<file path="src/design/cht_pkg.sv">
// Package for the chained hash table: field widths, default sizes,
// command codes and the packed node record.
// No dependencies; every other design file imports it.
`default_nettype none

package cht_pkg;

    // Fixed widths of the transaction fields.
    localparam int KEY_W = 32;
    localparam int TAG_W = 16;
    localparam int VAL_W = 32;
    localparam int OP_W  = 2;

    // Default table sizes.
    localparam int DEF_BUCKET_COUNT = 16384;
    localparam int DEF_POOL_NODES   = 2048;

    // Command codes.
    typedef enum logic [OP_W-1:0] {
        OP_INSERT = 2'd0,
        OP_SEARCH = 2'd1,
        OP_CLEAR  = 2'd2
    } t_op;

    // Fixed-width part of one pool node.
    typedef struct packed {
        logic [KEY_W-1:0] key;
        logic [TAG_W-1:0] tag;
        logic [VAL_W-1:0] value;
    } t_node_data;

endpackage

`default_nettype wire

</file>
<file path="src/design/cht_bucket.sv">
// Bucket index unit: key modulo the bucket count.
// Depends on cht_pkg. A power-of-two count registers the key's low bits; any
// other count registers reciprocal multiply, back multiply, one correction step.
`default_nettype none

module cht_bucket
    import cht_pkg::*;
#(
    parameter int BUCKET_COUNT = DEF_BUCKET_COUNT
) (
    input  wire logic                            i_clk,
    input  wire logic                            i_rst_n,
    input  wire logic                            i_start,
    input  wire logic [KEY_W-1:0]                i_key,
    output logic                                 o_valid,
    output logic [$clog2(BUCKET_COUNT)-1:0]      o_bucket
);

    localparam int  BKT_W  = $clog2(BUCKET_COUNT);
    localparam bit  IS_POW2 = ((BUCKET_COUNT & (BUCKET_COUNT - 1)) == 0);

    generate
        if (IS_POW2) begin : g_mask
            logic             r_valid;
            logic [BKT_W-1:0] r_bucket;

            // The bucket is simply the low key bits.
            always_ff @(posedge i_clk) begin
                if (!i_rst_n) begin
                    r_valid <= 1'b0;
                end else if (i_start) begin
                    r_valid <= 1'b1;
                end
                if (i_start) begin
                    r_bucket <= i_key[BKT_W-1:0];
                end
            end

            assign o_valid  = r_valid;
            assign o_bucket = r_bucket;
        end else begin : g_recip
            // Floor of two to the key width over the count; the quotient it gives
            // is exact or one short, so one conditional subtract finishes the job.
            localparam logic [KEY_W-1:0] RECIP   =
                KEY_W'((64'd1 << KEY_W) / BUCKET_COUNT);
            localparam logic [KEY_W-1:0] DIVISOR = KEY_W'(BUCKET_COUNT);

            logic               r_v1;
            logic               r_v2;
            logic               r_v3;
            logic               r_valid;
            logic [KEY_W-1:0]   r_key;
            logic [KEY_W-1:0]   r_quot;
            logic [KEY_W-1:0]   r_diff;
            logic [BKT_W-1:0]   r_rem;
            logic [2*KEY_W-1:0] prod;
            logic [KEY_W-1:0]   back;
            logic [KEY_W-1:0]   fixed_rem;

            // Quotient estimate, its multiple of the count, and the correction.
            assign prod      = (2*KEY_W)'(r_key) * (2*KEY_W)'(RECIP);
            assign back      = r_quot * DIVISOR;
            assign fixed_rem = (r_diff >= DIVISOR) ? (r_diff - DIVISOR) : r_diff;

            always_ff @(posedge i_clk) begin
                if (!i_rst_n) begin
                    r_v1    <= 1'b0;
                    r_v2    <= 1'b0;
                    r_v3    <= 1'b0;
                    r_valid <= 1'b0;
                end else begin
                    r_v1 <= i_start;
                    r_v2 <= r_v1;
                    r_v3 <= r_v2;
                    if (i_start) begin
                        r_valid <= 1'b0;
                    end else if (r_v3) begin
                        r_valid <= 1'b1;
                    end
                end
                if (i_start) begin
                    r_key <= i_key;
                end
                if (r_v1) begin
                    r_quot <= prod[2*KEY_W-1:KEY_W];
                end
                if (r_v2) begin
                    r_diff <= r_key - back;
                end
                if (r_v3) begin
                    r_rem <= fixed_rem[BKT_W-1:0];
                end
            end

            assign o_valid  = r_valid;
            assign o_bucket = r_rem;
        end
    endgenerate

endmodule

`default_nettype wire

</file>
<file path="config.mk">
export PLATFORM = sky130hd
export DESIGN_NAME = cht_bucket
export DESIGN_NICKNAME = d
export VERILOG_FILES = /design/src/design/cht_pkg.sv /design/src/design/cht_bucket.sv
export SDC_FILE = /design/constraint.sdc
export NUM_CORES = 1
export LEC_CHECK = 0
export BUFFER_PORTS_ARGS = -buffer_cell sky130_fd_sc_hd__buf_2
export CORE_MARGIN = 4
export CORE_UTILIZATION = 34
export DETAILED_ROUTE_END_ITERATION = 7
export PLACE_DENSITY = 0.82
export SLEW_MARGIN = 25
export SYNTH_ARGS = -nofsm -noshare
export SYNTH_HDL_FRONTEND = slang
export SYNTH_SLANG_ARGS = --single-unit
</file>
<file path="constraint.sdc">
create_clock -name i_clk -period 1.1 [get_ports i_clk]
set_input_delay 0.165 -clock i_clk [delete_from_list [all_inputs] [get_ports i_clk]]
set_output_delay 0.165 -clock i_clk [all_outputs]
set_load 0.02 [all_outputs]
</file>
==> results.yml <==
die:
  core_mm2: 0.00117
  io-pin-count: 50
  dieArea_mm2: 0.00196
  rows: 12
  dieHeight_um: 44.3
  fp.dieW_um: 44.3
  initial_core_util_pct: 38.2
route:
  dr.pass1.iters: 3
  routed_wl_um: 825
  viasPerCell: 4.17
  wl_per_cell_um: 12.7
  drc: 0
  initialDrtViolationCount: 1
  final_antenna_net_count: 0
  vias: 271
worst_setup_path:
  cp-end-kind: "output port"
  cp_max_fo: 1
  critPathRequiredTime_ps: 940
  worstRegToRegCells: 1
  rrSetupSlack_ps: 520
  cp.arrival_ps: 820
  critPathMaxStageDelay_ps: 370
  path_buf_inv: 1
  crit_family: "flip-flops"
  timing.rr.start: "o_valid$_SDFFE_PN0P_"
  critPathKind: "flip-flop to output port"
  slowest_stage: "edfxtp_1"
  reg2reg_to: "o_valid$_SDFFE_PN0P_"
  path_cells: "buf_2"
  timing.critical_path.from_type: "flip-flop"
synth:
  yosysUniqueCellTypes: 3
  ys_seq_area_share_pct: 98.3
  synth_nets: 51
  synth_top_family_by_area: "compound AO/OA/AOI/OAI gates"
  synth_area_per_cell_um2: 28.0
  synthCells: 16
  netlist_area_um2: 448
  ys_seq_elements: 15
  synthAdderAreaFrac_pct: 0
  synth_xor_area_share_pct: 0
  synth_compound_area_share_pct: 1.68
  synth-simple-area-share_pct: 0
  synthMuxAreaShare_pct: 0
  yosysWarnings: 0
timing:
  fin_skew_ps: 0
  slew_headroom_pct: 79.5
  fin_crit_sh_pct: 89.2
  final-hold-violation-count: 0
  setup_tns_ps: 0
  finalCriticalPeriod_ps: 981
  setup_viol: 0
  fmax_mhz: 1020
  grt_setup_unrepaired: "false"
  fin_ws_ps: 119
  report.final.slew_viol_count: 0
  whs_ps: 61.4
  worst_pin_slew_ps: 307
clocking:
  cts.sink_count: 15
  root_buffer: "clkbuf_4"
  numCtsBuffers: 3
  cts_tree: "built"
  hold_buffers: 0
  worstSkewPairLatency_ps: 270
  post_cts_resized: 0
  cts.path.max_buffers: 2
  path_clk_slew_ps: 80
  htree_num_levels: 1
  cts_setup_buffers: 0
global_route:
  grt_pass1_wl_mm: 1.18
  grt_overflow: 0
  grt.total_usage_pct: 9.01
  antenna_found_initial: 0
  grt_max_degree: 16
  first_global_vias: 274
placed_design:
  dpl_worst_slack_ps: 308
  portBuffers: 31
  finalWeightedCongestion: 0.645
status:
  status: "completed"
hold_path:
  min_path_type: "primary input to flip-flop"
  hold_start: "i_key[4]"
  min_to: "o_bucket[4]$_DFFE_PP_"
  whs_path_depth: 1
layout:
  layout.nets: 87
  drive_above_1_share_pct: 66.7
  syn2layout_area_growth_pct: 44.4
  final_common_cell: "buf_2"
  mostFrequentLayoutCells: "buf_2 (31), edfxtp_1 (14), clkbuf_4 (3)"
  antenna_cells: 0
flow_run:
  cap_violations: 0
power:
  leakage_nw: 0.285
  power.density_mw_per_mm2: 1720
  total_power_mw: 1.11
  peakVddDrop_uv: 723
[power breakdown]
part / switching [mW] / total, mW / internal (mW)
clock network: 0.155 / 0.295 / 0.140
logic: 0.0864 / 0.136 / 0.0494
registers: 0.00900 / 0.681 / 0.672
total: 0.250 / 1.11 / 0.861
[logic make-up after synthesis]
logic type | count (synthesis)
DFF | 15
AOI/OAI and AO/OA | 1
[flip-flops by register name, summed over array words and instances, names as in the netlist]
signal    cells
o_bucket     14
o_valid       1
[per-layer routing]
layer	up-vias	global-route usage [%]	routed length (µm)
li1	132	-	-
met1	114	9.87	299
met2	25	12.5	371
met3	0	5.28	154
met4	0	7.23	0
met5	-	0	0
[final cells by class]
cell class                 instances  area [µm²]
sequential                        15         440
tap                               14        17.5
clock buffer                       4        26.3
fill                              97         524
timing repair buffer              31         155
multi-input combinational          1        7.51
[synth_stat cells]
master,n,share of area [%]
edfxtp_1,14,94
o21a_1,1,1.7
dfxtp_1,1,4.5
[metrics by stage]
stage                     instance area (µm²)  cells  util (%)
final                                     647     65      55.2
after global routing                      647     65      55.2
after CTS                                 647     65      55.2
after detailed placement                  621     61      53.0
after global placement                    621     61      53.0
after floorplan                           448     16         -
[how the worst max path moves through the flow]
stage                                     start                      to  slack [ps]  cells past startpoint
after global placement                  i_start  o_bucket[11]$_DFFE_PP_         320                      1
final                     o_bucket[7]$_DFFE_PP_             o_bucket[7]         120                      1
after detailed placement                i_start   o_bucket[0]$_DFFE_PP_         310                      1
after global routing      o_bucket[7]$_DFFE_PP_             o_bucket[7]          80                      1
after floorplan            o_valid$_SDFFE_PN0P_    o_valid$_SDFFE_PN0P_         440                      1
after CTS                 o_bucket[7]$_DFFE_PP_             o_bucket[7]         100                      1
No activity file was read; power rests on OpenSTA's default activity.
